### src/design/fapi_pkg.sv
// Shared types, constants and a helper function of the fuzzy adaptive PI position controller.
package fapi_pkg;

  // Controller limits and fuzzy universe geometry.
  localparam int OUTPUT_LIMIT = 6000;
  localparam int FUZZY_SETS   = 7;
  localparam int RULE_COUNT   = FUZZY_SETS * FUZZY_SETS;
  localparam int SEG_SHIFT    = 17;
  localparam int UNIV_HALF_Q  = 6 * 65536;

  // Serial multiplier and divider widths.
  localparam int MUL_AW = 36;
  localparam int MUL_BW = 33;
  localparam int MUL_PW = MUL_AW + MUL_BW;
  localparam int DIV_NW = 32;
  localparam int DIV_DW = 16;

  typedef logic signed [MUL_AW-1:0] mul_a_t;
  typedef logic signed [MUL_BW-1:0] mul_b_t;
  typedef logic signed [MUL_PW-1:0] mul_p_t;

  // Command codes carried in the input word.
  localparam logic [1:0] CMD_STEP  = 2'd0;
  localparam logic [1:0] CMD_KP_WR = 2'd1;
  localparam logic [1:0] CMD_KI_WR = 2'd2;

  // Configuration register indexes.
  localparam logic [2:0] REG_KP_GAIN   = 3'd0;
  localparam logic [2:0] REG_KI_GAIN   = 3'd1;
  localparam logic [2:0] REG_KP_DIV    = 3'd2;
  localparam logic [2:0] REG_KI_DIV    = 3'd3;
  localparam logic [2:0] REG_E_SCALE   = 3'd4;
  localparam logic [2:0] REG_D_SCALE   = 3'd5;
  localparam logic [2:0] REG_KP_FSCALE = 3'd6;
  localparam logic [2:0] REG_KI_FSCALE = 3'd7;

  // Saturate a wide signed product to the signed 32 bit range.
  function automatic logic signed [31:0] sat32(input mul_p_t v);
    logic signed [31:0] r;
    if ((&v[MUL_PW-1:31]) || !(|v[MUL_PW-1:31])) begin
      r = v[31:0];
    end else if (v[MUL_PW-1]) begin
      r = 32'sh8000_0000;
    end else begin
      r = 32'sh7fff_ffff;
    end
    return r;
  endfunction

endpackage

### src/design/fapi_mul.sv
// Bit-serial signed multiplier, one multiplier bit per cycle.
module fapi_mul (
  input  logic             clk,
  input  logic             rst_n,
  input  logic             start,
  input  fapi_pkg::mul_a_t a,
  input  fapi_pkg::mul_b_t b,
  output logic             done,
  output fapi_pkg::mul_p_t p
);

  logic             busy_r;
  logic             done_r;
  logic [5:0]       cnt_r;
  fapi_pkg::mul_p_t acc_r;
  fapi_pkg::mul_p_t acc_nxt;
  fapi_pkg::mul_p_t m_r;
  fapi_pkg::mul_b_t b_r;
  logic             last;

  assign last = (cnt_r == 6'(fapi_pkg::MUL_BW - 1));

  // The top multiplier bit carries negative weight, so it is subtracted.
  always_comb begin
    acc_nxt = acc_r;
    if (b_r[0]) begin
      acc_nxt = last ? (acc_r - m_r) : (acc_r + m_r);
    end
  end

  // Control: count the multiplier bits and flag completion.
  always_ff @(posedge clk) begin
    if (!rst_n) begin
      busy_r <= 1'b0;
      done_r <= 1'b0;
      cnt_r  <= '0;
    end else begin
      done_r <= 1'b0;
      if (start) begin
        busy_r <= 1'b1;
        cnt_r  <= '0;
      end else if (busy_r && last) begin
        busy_r <= 1'b0;
        done_r <= 1'b1;
      end else if (busy_r) begin
        cnt_r <= cnt_r + 6'd1;
      end
    end
  end

  // Datapath: shift the multiplicand up and the multiplier down.
  always_ff @(posedge clk) begin
    if (start) begin
      acc_r <= '0;
      m_r   <= fapi_pkg::mul_p_t'(a);
      b_r   <= b;
    end else if (busy_r) begin
      acc_r <= acc_nxt;
      m_r   <= m_r <<< 1;
      b_r   <= b_r >>> 1;
    end
  end

  assign done = done_r;
  assign p    = acc_r;

endmodule

### src/design/fapi_div.sv
// Bit-serial restoring divider, signed dividend over unsigned divisor, truncating toward zero.
module fapi_div (
  input  logic                                 clk,
  input  logic                                 rst_n,
  input  logic                                 start,
  input  logic signed [fapi_pkg::DIV_NW-1:0]   dividend,
  input  logic        [fapi_pkg::DIV_DW-1:0]   divisor,
  output logic                                 done,
  output logic signed [fapi_pkg::DIV_NW-1:0]   quotient
);

  logic                          busy_r;
  logic                          done_r;
  logic [4:0]                    cnt_r;
  logic                          neg_r;
  logic [fapi_pkg::DIV_NW-1:0]   quo_r;
  logic [fapi_pkg::DIV_DW-1:0]   rem_r;
  logic [fapi_pkg::DIV_DW-1:0]   den_r;
  logic [fapi_pkg::DIV_DW:0]     shifted;
  logic [fapi_pkg::DIV_DW+1:0]   diff;
  logic                          last;

  assign last    = (cnt_r == 5'(fapi_pkg::DIV_NW - 1));
  assign shifted = {rem_r, quo_r[fapi_pkg::DIV_NW-1]};
  assign diff    = {1'b0, shifted} - {2'b00, den_r};

  // Control: one quotient bit per cycle.
  always_ff @(posedge clk) begin
    if (!rst_n) begin
      busy_r <= 1'b0;
      done_r <= 1'b0;
      cnt_r  <= '0;
    end else begin
      done_r <= 1'b0;
      if (start) begin
        busy_r <= 1'b1;
        cnt_r  <= '0;
      end else if (busy_r && last) begin
        busy_r <= 1'b0;
        done_r <= 1'b1;
      end else if (busy_r) begin
        cnt_r <= cnt_r + 5'd1;
      end
    end
  end

  // Datapath: the dividend magnitude shifts out as the quotient shifts in.
  always_ff @(posedge clk) begin
    if (start) begin
      neg_r <= dividend[fapi_pkg::DIV_NW-1];
      quo_r <= dividend[fapi_pkg::DIV_NW-1] ? (-dividend) : dividend;
      rem_r <= '0;
      den_r <= divisor;
    end else if (busy_r) begin
      if (!diff[fapi_pkg::DIV_DW+1]) begin
        rem_r <= diff[fapi_pkg::DIV_DW-1:0];
        quo_r <= {quo_r[fapi_pkg::DIV_NW-2:0], 1'b1};
      end else begin
        rem_r <= shifted[fapi_pkg::DIV_DW-1:0];
        quo_r <= {quo_r[fapi_pkg::DIV_NW-2:0], 1'b0};
      end
    end
  end

  assign done     = done_r;
  assign quotient = neg_r ? (-quo_r) : quo_r;

endmodule

### src/design/fuzzy_adaptive_pi_position.sv
// Top level of the fuzzy self-tuning PI position controller.
// A rule write (or an unused command) goes through S_DONE into the output register once that is free,
// and then back to idle, where the next word is taken. A control step runs eighteen serial multiplies on one
// shared bit-serial multiplier (scaling of error and change, four membership weights, eight rule blends,
// two gain corrections, two gain products), two divides on one bit-serial divider, and four single-port
// reads of the rule tables. One item is worked on at a time; a new word is taken while the previous
// result still waits in the output register. Both rule tables must be fully written before the first
// control step; there is no clearing pass after reset.
module fuzzy_adaptive_pi_position (
  input  logic        clk,
  input  logic        rst_n,
  // Input words
  input  logic        in_tvalid,
  output logic        in_tready,
  input  logic [55:0] in_tdata,  // position_error[31:0], rule_slot[37:32], rule_value[53:38]
  input  logic [1:0]  in_tuser,  // command[1:0]
  // Result words
  output logic        out_tvalid,
  input  logic        out_tready,
  output logic [47:0] out_tdata, // drive[13:0], limited[14], integral_now[46:15]
  // Configuration writes
  input  logic        cfg_we,
  input  logic [2:0]  cfg_index,
  input  logic [31:0] cfg_wdata
);

  // Sequencer states.
  localparam logic [3:0] S_IDLE = 4'd0;
  localparam logic [3:0] S_QE   = 4'd1;
  localparam logic [3:0] S_QC   = 4'd2;
  localparam logic [3:0] S_RD   = 4'd3;
  localparam logic [3:0] S_W    = 4'd4;
  localparam logic [3:0] S_BP   = 4'd5;
  localparam logic [3:0] S_BI   = 4'd6;
  localparam logic [3:0] S_FP   = 4'd7;
  localparam logic [3:0] S_PE   = 4'd8;
  localparam logic [3:0] S_FI   = 4'd9;
  localparam logic [3:0] S_IE   = 4'd10;
  localparam logic [3:0] S_DP   = 4'd11;
  localparam logic [3:0] S_DI   = 4'd12;
  localparam logic [3:0] S_DONE = 4'd13;

  localparam fapi_pkg::mul_p_t UNIV_LIM = fapi_pkg::mul_p_t'(fapi_pkg::UNIV_HALF_Q);
  localparam logic [19:0]      UNIV_OFS = 20'(fapi_pkg::UNIV_HALF_Q);
  localparam logic [17:0]      W_ONE    = 18'(1 << fapi_pkg::SEG_SHIFT);
  localparam logic [51:0]      BLEND_BIAS = (52'd1 << (2 * fapi_pkg::SEG_SHIFT)) - 52'd1;
  localparam logic signed [32:0] O_LIM  = 33'(fapi_pkg::OUTPUT_LIMIT);
  localparam logic signed [34:0] O_LIM35 = 35'(fapi_pkg::OUTPUT_LIMIT);

  // Configuration registers.
  logic signed [15:0] kp_gain_r, ki_gain_r, kp_fscale_r, ki_fscale_r;
  logic        [15:0] kp_div_r, ki_div_r;
  logic signed [31:0] e_scale_r, d_scale_r;

  // Sequencer and controller state.
  logic [3:0]         state_r, state_nxt;
  logic               issued_r;
  logic signed [31:0] prev_r;
  logic signed [31:0] integ_r;

  // Working registers of one control step.
  logic signed [31:0] e_r;
  logic signed [32:0] delta_r;
  logic        [28:0] lim_r;
  logic        [2:0]  se_r, sc_r;
  logic        [17:0] he_r, hc_r;
  logic        [1:0]  k_r;
  fapi_pkg::mul_a_t   w_r;
  fapi_pkg::mul_a_t   g_r;
  logic signed [15:0] kpq_r, kiq_r;
  logic signed [51:0] sum_kp_r, sum_ki_r;
  logic signed [31:0] p_r, qp_r;
  logic        [13:0] res_drive_r;
  logic               res_lim_r;

  // Output register.
  logic               out_valid_r;
  logic        [13:0] out_drive_r;
  logic               out_lim_r;
  logic        [31:0] out_integ_r;

  // Rule tables.
  logic signed [15:0] kp_mem [0:fapi_pkg::RULE_COUNT-1];
  logic signed [15:0] ki_mem [0:fapi_pkg::RULE_COUNT-1];

  // Input word fields.
  logic        [1:0]  in_cmd;
  logic signed [31:0] in_err;
  logic        [5:0]  in_slot;
  logic signed [15:0] in_value;
  logic               in_acc;
  logic               slot_ok;

  assign in_cmd   = in_tuser;
  assign in_err   = in_tdata[31:0];
  assign in_slot  = in_tdata[37:32];
  assign in_value = in_tdata[53:38];
  assign in_tready = (state_r == S_IDLE);
  assign in_acc   = in_tvalid && in_tready;
  assign slot_ok  = (in_slot < 6'(fapi_pkg::RULE_COUNT));

  // Shared arithmetic units.
  logic               mul_go, mul_done;
  fapi_pkg::mul_a_t   mul_a;
  fapi_pkg::mul_b_t   mul_b;
  fapi_pkg::mul_p_t   mul_p;
  logic               div_go, div_done;
  logic signed [31:0] div_n, div_q;
  logic        [15:0] div_d;
  logic               mul_state, div_state;

  fapi_mul u_mul (
    .clk   (clk),
    .rst_n (rst_n),
    .start (mul_go),
    .a     (mul_a),
    .b     (mul_b),
    .done  (mul_done),
    .p     (mul_p)
  );

  fapi_div u_div (
    .clk      (clk),
    .rst_n    (rst_n),
    .start    (div_go),
    .dividend (div_n),
    .divisor  (div_d),
    .done     (div_done),
    .quotient (div_q)
  );

  // Divisors of zero act as one.
  logic [15:0] kpd, kid;
  assign kpd = (kp_div_r == 16'd0) ? 16'd1 : kp_div_r;
  assign kid = (ki_div_r == 16'd0) ? 16'd1 : ki_div_r;

  // Membership weights of the current segment pair.
  logic [17:0] le, lc;
  assign le = W_ONE - he_r;
  assign lc = W_ONE - hc_r;

  // Blended rule outputs, truncated toward zero.
  logic signed [51:0] fkp_sum, fki_sum;
  logic signed [16:0] fkp, fki;
  assign fkp_sum = sum_kp_r + (sum_kp_r[51] ? BLEND_BIAS : 52'd0);
  assign fki_sum = sum_ki_r + (sum_ki_r[51] ? BLEND_BIAS : 52'd0);
  assign fkp     = fkp_sum[50:34];
  assign fki     = fki_sum[50:34];

  // Rule table address of the current corner.
  logic [5:0] r0, rd_addr;
  assign r0      = {se_r, 3'b000} - {3'b000, se_r} + {3'b000, sc_r};
  assign rd_addr = r0 + (k_r[1] ? 6'd7 : 6'd0) + (k_r[0] ? 6'd1 : 6'd0);

  // Scale into the universe: clamp, then split into segment and upper weight.
  function automatic logic [20:0] fuzz(input fapi_pkg::mul_p_t q);
    fapi_pkg::mul_p_t qc;
    logic [19:0]      u;
    logic [2:0]       s;
    logic [17:0]      h;
    qc = q;
    if (q > UNIV_LIM) begin
      qc = UNIV_LIM;
    end else if (q < -UNIV_LIM) begin
      qc = -UNIV_LIM;
    end
    u = qc[19:0] + UNIV_OFS;
    if (u[19:17] > 3'd5) begin
      s = 3'd5;
      h = W_ONE;
    end else begin
      s = u[19:17];
      h = {1'b0, u[16:0]};
    end
    return {s, h};
  endfunction

  logic [20:0] fz;
  assign fz = fuzz(mul_p);

  // Operand selection for the shared units.
  always_comb begin
    mul_a = '0;
    mul_b = '0;
    case (state_r)
      S_QE: begin
        mul_a = fapi_pkg::mul_a_t'(e_scale_r);
        mul_b = fapi_pkg::mul_b_t'(e_r);
      end
      S_QC: begin
        mul_a = fapi_pkg::mul_a_t'(d_scale_r);
        mul_b = delta_r;
      end
      S_W: begin
        mul_a = fapi_pkg::mul_a_t'(k_r[1] ? he_r : le);
        mul_b = fapi_pkg::mul_b_t'(k_r[0] ? hc_r : lc);
      end
      S_BP: begin
        mul_a = w_r;
        mul_b = fapi_pkg::mul_b_t'(kpq_r);
      end
      S_BI: begin
        mul_a = w_r;
        mul_b = fapi_pkg::mul_b_t'(kiq_r);
      end
      S_FP: begin
        mul_a = fapi_pkg::mul_a_t'(kp_fscale_r);
        mul_b = fapi_pkg::mul_b_t'(fkp);
      end
      S_FI: begin
        mul_a = fapi_pkg::mul_a_t'(ki_fscale_r);
        mul_b = fapi_pkg::mul_b_t'(fki);
      end
      S_PE, S_IE: begin
        mul_a = g_r;
        mul_b = fapi_pkg::mul_b_t'(e_r);
      end
      default: begin
        mul_a = '0;
        mul_b = '0;
      end
    endcase
  end

  assign mul_state = (state_r inside {S_QE, S_QC, S_W, S_BP, S_BI, S_FP, S_PE, S_FI, S_IE});
  assign div_state = (state_r == S_DP) || (state_r == S_DI);
  assign mul_go    = mul_state && !issued_r;
  assign div_go    = div_state && !issued_r;
  assign div_n     = (state_r == S_DP) ? p_r : integ_r;
  assign div_d     = (state_r == S_DP) ? kpd : kid;

  // Integral update after the integral gain product.
  logic signed [31:0] it_sat;
  logic signed [32:0] isum, lim33, nlim33;
  logic signed [31:0] integ_ie;
  assign it_sat = fapi_pkg::sat32(mul_p);
  assign isum   = 33'(integ_r) + 33'(it_sat);
  assign lim33  = signed'({4'b0000, lim_r});
  assign nlim33 = -lim33;
  always_comb begin
    if (ki_gain_r == 16'sd0) begin
      integ_ie = '0;
    end else if (isum > lim33) begin
      integ_ie = lim33[31:0];
    end else if (isum < nlim33) begin
      integ_ie = nlim33[31:0];
    end else begin
      integ_ie = isum[31:0];
    end
  end

  // Output sum, clamp and discharge of the excess into the integral.
  logic signed [32:0] o_sum;
  logic signed [34:0] dis_hi, dis_lo;
  logic signed [31:0] integ_di;
  logic        [13:0] drive_di;
  logic               lim_di;
  assign o_sum  = 33'(qp_r) + 33'(div_q);
  assign dis_hi = 35'(integ_r) + O_LIM35 - 35'(o_sum);
  assign dis_lo = 35'(integ_r) - O_LIM35 - 35'(o_sum);
  always_comb begin
    if (o_sum > O_LIM) begin
      integ_di = fapi_pkg::sat32(fapi_pkg::mul_p_t'(dis_hi));
      drive_di = O_LIM[13:0];
      lim_di   = 1'b1;
    end else if (o_sum < -O_LIM) begin
      integ_di = fapi_pkg::sat32(fapi_pkg::mul_p_t'(dis_lo));
      drive_di = 14'(-O_LIM);
      lim_di   = 1'b1;
    end else begin
      integ_di = integ_r;
      drive_di = o_sum[13:0];
      lim_di   = 1'b0;
    end
  end

  // Next state.
  always_comb begin
    state_nxt = state_r;
    case (state_r)
      S_IDLE: if (in_acc) begin
        state_nxt = (in_cmd == fapi_pkg::CMD_STEP) ? S_QE : S_DONE;
      end
      S_QE:  if (mul_done) state_nxt = S_QC;
      S_QC:  if (mul_done) state_nxt = S_RD;
      S_RD:  state_nxt = S_W;
      S_W:   if (mul_done) state_nxt = S_BP;
      S_BP:  if (mul_done) state_nxt = S_BI;
      S_BI:  if (mul_done) state_nxt = (k_r == 2'd3) ? S_FP : S_RD;
      S_FP:  if (mul_done) state_nxt = S_PE;
      S_PE:  if (mul_done) state_nxt = S_FI;
      S_FI:  if (mul_done) state_nxt = S_IE;
      S_IE:  if (mul_done) state_nxt = S_DP;
      S_DP:  if (div_done) state_nxt = S_DI;
      S_DI:  if (div_done) state_nxt = S_DONE;
      S_DONE: if (!out_valid_r || out_tready) begin
        state_nxt = S_IDLE;
      end
      default: state_nxt = S_IDLE;
    endcase
  end

  // Control registers, configuration and controller state.
  always_ff @(posedge clk) begin
    if (!rst_n) begin
      state_r     <= S_IDLE;
      issued_r    <= 1'b0;
      prev_r      <= '0;
      integ_r     <= '0;
      out_valid_r <= 1'b0;
      kp_gain_r   <= 16'sd8;
      ki_gain_r   <= 16'sd2;
      kp_div_r    <= 16'd2048;
      ki_div_r    <= 16'd2048;
      e_scale_r   <= 32'sd13107;
      d_scale_r   <= 32'sd1311;
      kp_fscale_r <= 16'sd35;
      ki_fscale_r <= 16'sd1;
    end else begin
      state_r <= state_nxt;

      // A unit is started once on entry to its state.
      if (mul_done || div_done) begin
        issued_r <= 1'b0;
      end else if (mul_go || div_go) begin
        issued_r <= 1'b1;
      end

      if (state_r == S_IE && mul_done) begin
        integ_r <= integ_ie;
      end
      if (state_r == S_DI && div_done) begin
        integ_r <= integ_di;
        prev_r  <= e_r;
      end

      // Output register handshake.
      if (state_r == S_DONE && (!out_valid_r || out_tready)) begin
        out_valid_r <= 1'b1;
      end else if (out_tready) begin
        out_valid_r <= 1'b0;
      end

      if (cfg_we) begin
        case (cfg_index)
          fapi_pkg::REG_KP_GAIN:   kp_gain_r   <= cfg_wdata[15:0];
          fapi_pkg::REG_KI_GAIN:   ki_gain_r   <= cfg_wdata[15:0];
          fapi_pkg::REG_KP_DIV:    kp_div_r    <= cfg_wdata[15:0];
          fapi_pkg::REG_KI_DIV:    ki_div_r    <= cfg_wdata[15:0];
          fapi_pkg::REG_E_SCALE:   e_scale_r   <= cfg_wdata;
          fapi_pkg::REG_D_SCALE:   d_scale_r   <= cfg_wdata;
          fapi_pkg::REG_KP_FSCALE: kp_fscale_r <= cfg_wdata[15:0];
          fapi_pkg::REG_KI_FSCALE: ki_fscale_r <= cfg_wdata[15:0];
          default: ;
        endcase
      end
    end
  end

  // Working registers of the step.
  always_ff @(posedge clk) begin
    if (in_acc) begin
      e_r      <= in_err;
      delta_r  <= 33'(in_err) - 33'(prev_r);
      lim_r    <= {13'd0, kid} * 29'(fapi_pkg::OUTPUT_LIMIT);
      sum_kp_r <= '0;
      sum_ki_r <= '0;
      k_r      <= '0;
      res_drive_r <= '0;
      res_lim_r   <= 1'b0;
    end
    if (mul_done) begin
      case (state_r)
        S_QE: {se_r, he_r} <= fz;
        S_QC: {sc_r, hc_r} <= fz;
        S_W:  w_r <= mul_p[fapi_pkg::MUL_AW-1:0];
        S_BP: sum_kp_r <= sum_kp_r + mul_p[51:0];
        S_BI: begin
          sum_ki_r <= sum_ki_r + mul_p[51:0];
          k_r      <= k_r + 2'd1;
        end
        S_FP: g_r <= fapi_pkg::mul_a_t'(kp_gain_r) + mul_p[fapi_pkg::MUL_AW-1:0];
        S_PE: p_r <= fapi_pkg::sat32(mul_p);
        S_FI: g_r <= fapi_pkg::mul_a_t'(ki_gain_r) + mul_p[fapi_pkg::MUL_AW-1:0];
        default: ;
      endcase
    end
    if (div_done && state_r == S_DP) begin
      qp_r <= div_q;
    end
    if (div_done && state_r == S_DI) begin
      res_drive_r <= drive_di;
      res_lim_r   <= lim_di;
    end
    if (state_r == S_DONE && (!out_valid_r || out_tready)) begin
      out_drive_r <= res_drive_r;
      out_lim_r   <= res_lim_r;
      out_integ_r <= integ_r;
    end
  end

  // Rule tables: written on accepted rule commands with a slot in range, read one corner in each S_RD state.
  always_ff @(posedge clk) begin
    if (in_acc && slot_ok && in_cmd == fapi_pkg::CMD_KP_WR) begin
      kp_mem[in_slot] <= in_value;
    end
    if (in_acc && slot_ok && in_cmd == fapi_pkg::CMD_KI_WR) begin
      ki_mem[in_slot] <= in_value;
    end
    if (state_r == S_RD) begin
      kpq_r <= kp_mem[rd_addr];
      kiq_r <= ki_mem[rd_addr];
    end
  end

  assign out_tvalid = out_valid_r;
  assign out_tdata  = {1'b0, out_integ_r, out_lim_r, out_drive_r};

endmodule

### config.mk
export PLATFORM = sky130hd
export DESIGN_NAME = fuzzy_adaptive_pi_position
export DESIGN_NICKNAME = d
export VERILOG_FILES = /design/src/design/fapi_pkg.sv /design/src/design/fapi_mul.sv /design/src/design/fapi_div.sv /design/src/design/fuzzy_adaptive_pi_position.sv
export SDC_FILE = /design/constraint.sdc
export NUM_CORES = 2
export LEC_CHECK = 0
export BUFFER_PORTS_ARGS = -buffer_cell sky130_fd_sc_hd__buf_4
export CAP_MARGIN = 30
export CELL_PAD_IN_SITES_DETAIL_PLACEMENT = 1
export CELL_PAD_IN_SITES_GLOBAL_PLACEMENT = 1
export CORE_MARGIN = 3
export CORE_UTILIZATION = 53
export DETAILED_ROUTE_END_ITERATION = 8
export GPL_ROUTABILITY_DRIVEN = 0
export PLACE_DENSITY_LB_ADDON = 0.1
export SKIP_CTS_REPAIR_TIMING = 1
export SLEW_MARGIN = 30
export SYNTH_ARGS = -nofsm -noshare
export SYNTH_HDL_FRONTEND = slang
export SYNTH_SLANG_ARGS = --single-unit
### constraint.sdc
create_clock -name clk -period 9.36 [get_ports clk]
set_input_delay 0 -clock clk [delete_from_list [all_inputs] [get_ports clk]]
set_output_delay 0 -clock clk [all_outputs]
set_load 0.01 [all_outputs]
==> run metrics <==
routed len/inst 29.0 µm; final hold vios 2; Synth Warn # 0; post-route clock skew 0.0794 ns; Die W around 500 µm; worst-skew pair later-pin latency ~0.94 ns; Pint 22,400 µW; clock buffer depth 4; aggregate global-route resource usage 0.322; Final Critical Period ~8.9 ns; IO Pins around 150; reg2reg end integ_r[30]; switch share 0.321; r2r setup slk around 0.45 ns; drt pass-1 iters 9; Yosys cell types 98; GR Overflow Total 0; syn avg cell area 12.2 µm²; commonest cells after routing, fill and taps aside edfxtp_1 (2,081), nand2_1 (1,026), a21oi_1 (668), ha_1 (655), nor2_1 (557); CTS tree yes; CTS H-tree lvls 5; Seq/Total Area, Yosys 0.552; Fill cells roughly 24,000; Rel. slew slack 0.301; combinational share of power 0.245; failing checks hold timing; commonest non-fill, non-tap cell in the layout edfxtp_1; measured slew at the worst slew-check pin approximately 1.0 ns; Synth area leaders edfxtp_1 (48%), dfxtp_1 (6.8%), mux4_2 (6.7%), ha_1 (6.4%), nand2_1 (3.0%); first-pass GRT wire length roughly 610,000 µm; worst setup margin roughly 0.45 ns; Post-DRT Antenna Nets 0; CP most frequent cell or4_1; RR Startpoint u_div.quo_r[0]; die area roughly 250,000 µm²; #FFs+latches synth roughly 2,500; synthesized cell area approximately 130,000 µm²; 1st-iter DRT viols between 9,000 and 10,000; hold depth 4; Die H roughly 500 µm; # clock sinks between 2,000 and 3,000; largest net degree at the start of global routing about 140; Hold EP ki_div_r[15]; Peak VDD IR between 150 and 200 µV; post-synth top area cell edfxtp_1; CP Data Arrival Time between 9 and 10 ns; Power Dens Cells around 230 nW/µm²; number of flops mapped to enable cells by yosys 2,081; status complete, but fails checks; number of port buffers around 140; Num CTS Buffers 290; area of the core region between 200,000 and 250,000 µm²; slowest CP cell or4_1; Hold WC Path Type in -> reg; post-detail-place hpwl ~270,000 µm; starting density of the core 0.535; pre-CTS setup slack between 0.1 and 0.15 ns; Clk pwr share 0.337; Hold Slack -0.00297 ns; number of max-cap violations 0; Fmax approximately 110 MHz; Total Wirelength approximately 410,000 µm; min-delay src cfg_wdata[15]; clock-pin slew on the worst setup and hold paths around 0.07 ns; vias per std cell 6.42; drc violations 0; Synth async-reset ratio 0; FP Rows 180; WP data required roughly 10 ns; top cell type's share of synthesized area 0.485; Largest stage delay, worst path between 0.5 and 0.6 ns; CP max FO 13; Post-synth top flop edfxtp_1; CP endpoint kind register; crit share post-route 0.952; Worst Setup Start Kind register; final setup violation count 0; Area growth, synth to finish 12.6%; Seq pwr share 0.419; syn_nets 11,373; Nets 11,706; vias in the first global route about 95,000; critical path class reg -> reg; via count just over 90,000; max-slew violation count 0; Sw Pwr between 10,000 and 15,000 µW; Static Leakage around 0.054 µW; CTS Root Cell clkbuf_16; fraction of layout cells with a size suffix above 1 0.115; Cells after Synth between 10,000 and 15,000; FF-to-FF path depth 31; initial antenna violation count 20
## flip-flops by register name, indices dropped and copies added (netlist names), 33 cells and up
name,count
kp_mem,784
sum_ki_r,52
delta_r,33
u_mul.m_r,69
u_mul.p,69
u_mul.b_r,33
g_r,36
ki_mem,784
sum_kp_r,52
w_r,36
## metrics by stage
stage | instances | setup TNS, ns | area (µm²) | utilization | power, µW
5_1_grt | 14272 | -0.00134 | 145000 | 0.602 | 34400
2_1_floorplan | 10539 | 0 | 129000 | - | 19200
4_1_cts | 14086 | 0 | 143000 | 0.594 | 32900
3_5_place_dp | 13586 | 0 | 134000 | 0.556 | 21800
6_report | 14277 | 0 | 145000 | 0.602 | 33000
3_3_place_gp | 13583 | 0 | 134000 | 0.556 | 21500
## worst max path at each step
stage / startpoint / to / cells after the start
detailed placement: u_div.quo_r[0] / integ_r[30] / 30
finish: u_div.quo_r[0] / integ_r[30] / 31
floorplan: u_div.quo_r[0] / integ_r[1] / 30
CTS: u_div.quo_r[0] / integ_r[30] / 30
global placement: u_div.quo_r[0] / integ_r[30] / 30
global route: u_div.quo_r[0] / integ_r[1] / 31
## critical path, delay by kind of cell (launching register included)
kind                     cells  cell delay (ns)
buffers and inverters        3             0.30
adder cells (fa/ha/maj)      4             1.22
flip-flops                   1             0.48
AO/OA/AOI/OAI               14             3.25
AND/OR/NAND/NOR              9             3.35
XOR/XNOR                     1             0.19
## cell usage after synthesis (52+ instances only)
library cell / n
ha_1: 656
xor2_1: 215
nor3_1: 138
mux2i_1: 129
nand2b_1: 65
dfxtp_1: 436
xnor2_1: 316
a21boi_0: 201
edfxtp_1: 2081
a211oi_1: 250
o31ai_1: 67
a31oi_1: 90
o21a_1: 67
o211ai_1: 52
nand4_1: 83
o21bai_1: 55
a21o_1: 324
nor2_1: 570
mux4_2: 384
nand3_1: 209
o21ai_0: 451
and2_1: 62
buf_1: 69
inv_1: 500
nand2_1: 1032
a21oi_1: 669
and3_1: 63
fa_1: 80
nor2b_1: 172
clkbuf_1: 406
## routing by layer
metal | vias to the layer above | wire length [µm] | global-route usage | part of all wire
met5 | - | 24 | 0 | 0.000058
met4 | 4 | 20500 | 0.137 | 0.050
met3 | 854 | 25300 | 0.0382 | 0.061
met2 | 3515 | 205000 | 0.551 | 0.50
met1 | 46792 | 163000 | 0.417 | 0.39
li1 | 40450 | - | - | -
## area by class of cell
class | count | area (µm²) | share of cell area
Clock inverter | 135 | 1290 | 0.00888
Timing Repair Buffer | 545 | 4780 | 0.0329
Antenna cell | 12 | 30.0 | 0.000207
Sequential cell | 2517 | 71200 | 0.491
Inverter | 501 | 1890 | 0.0130
Tap cell | 3185 | 3990 | 0.0274
Clock buffer | 365 | 7730 | 0.0533
Multi-Input combinational cell | 7017 | 54300 | 0.374
## cells by family (layout without fill, tap and decap cells)
logic type	after synthesis	in the layout	share of synthesized area
AOI/OAI and AO/OA	2594	2595	0.133
xor gates and xnor gates	531	531	0.0361
adders and majority gates	736	736	0.0761
buffers and inverters	1006	1546	0.0299
DFF	2517	2517	0.552
muxes	515	515	0.0772
other	1	13	0.0000291
and+or+nand+nor	2639	2639	0.0955
## power by group through the flow
stage	Combinational, µW	Sequential (µW)	Clock (µW)
2_1_floorplan	5500	13700	0
3_3_place_gp	7510	14000	0
3_5_place_dp	7810	14000	0
4_1_cts	7880	13800	11200
5_1_grt	8850	13900	11700
6_report	8070	13800	11100
Power figures use the tool's default switching activity.
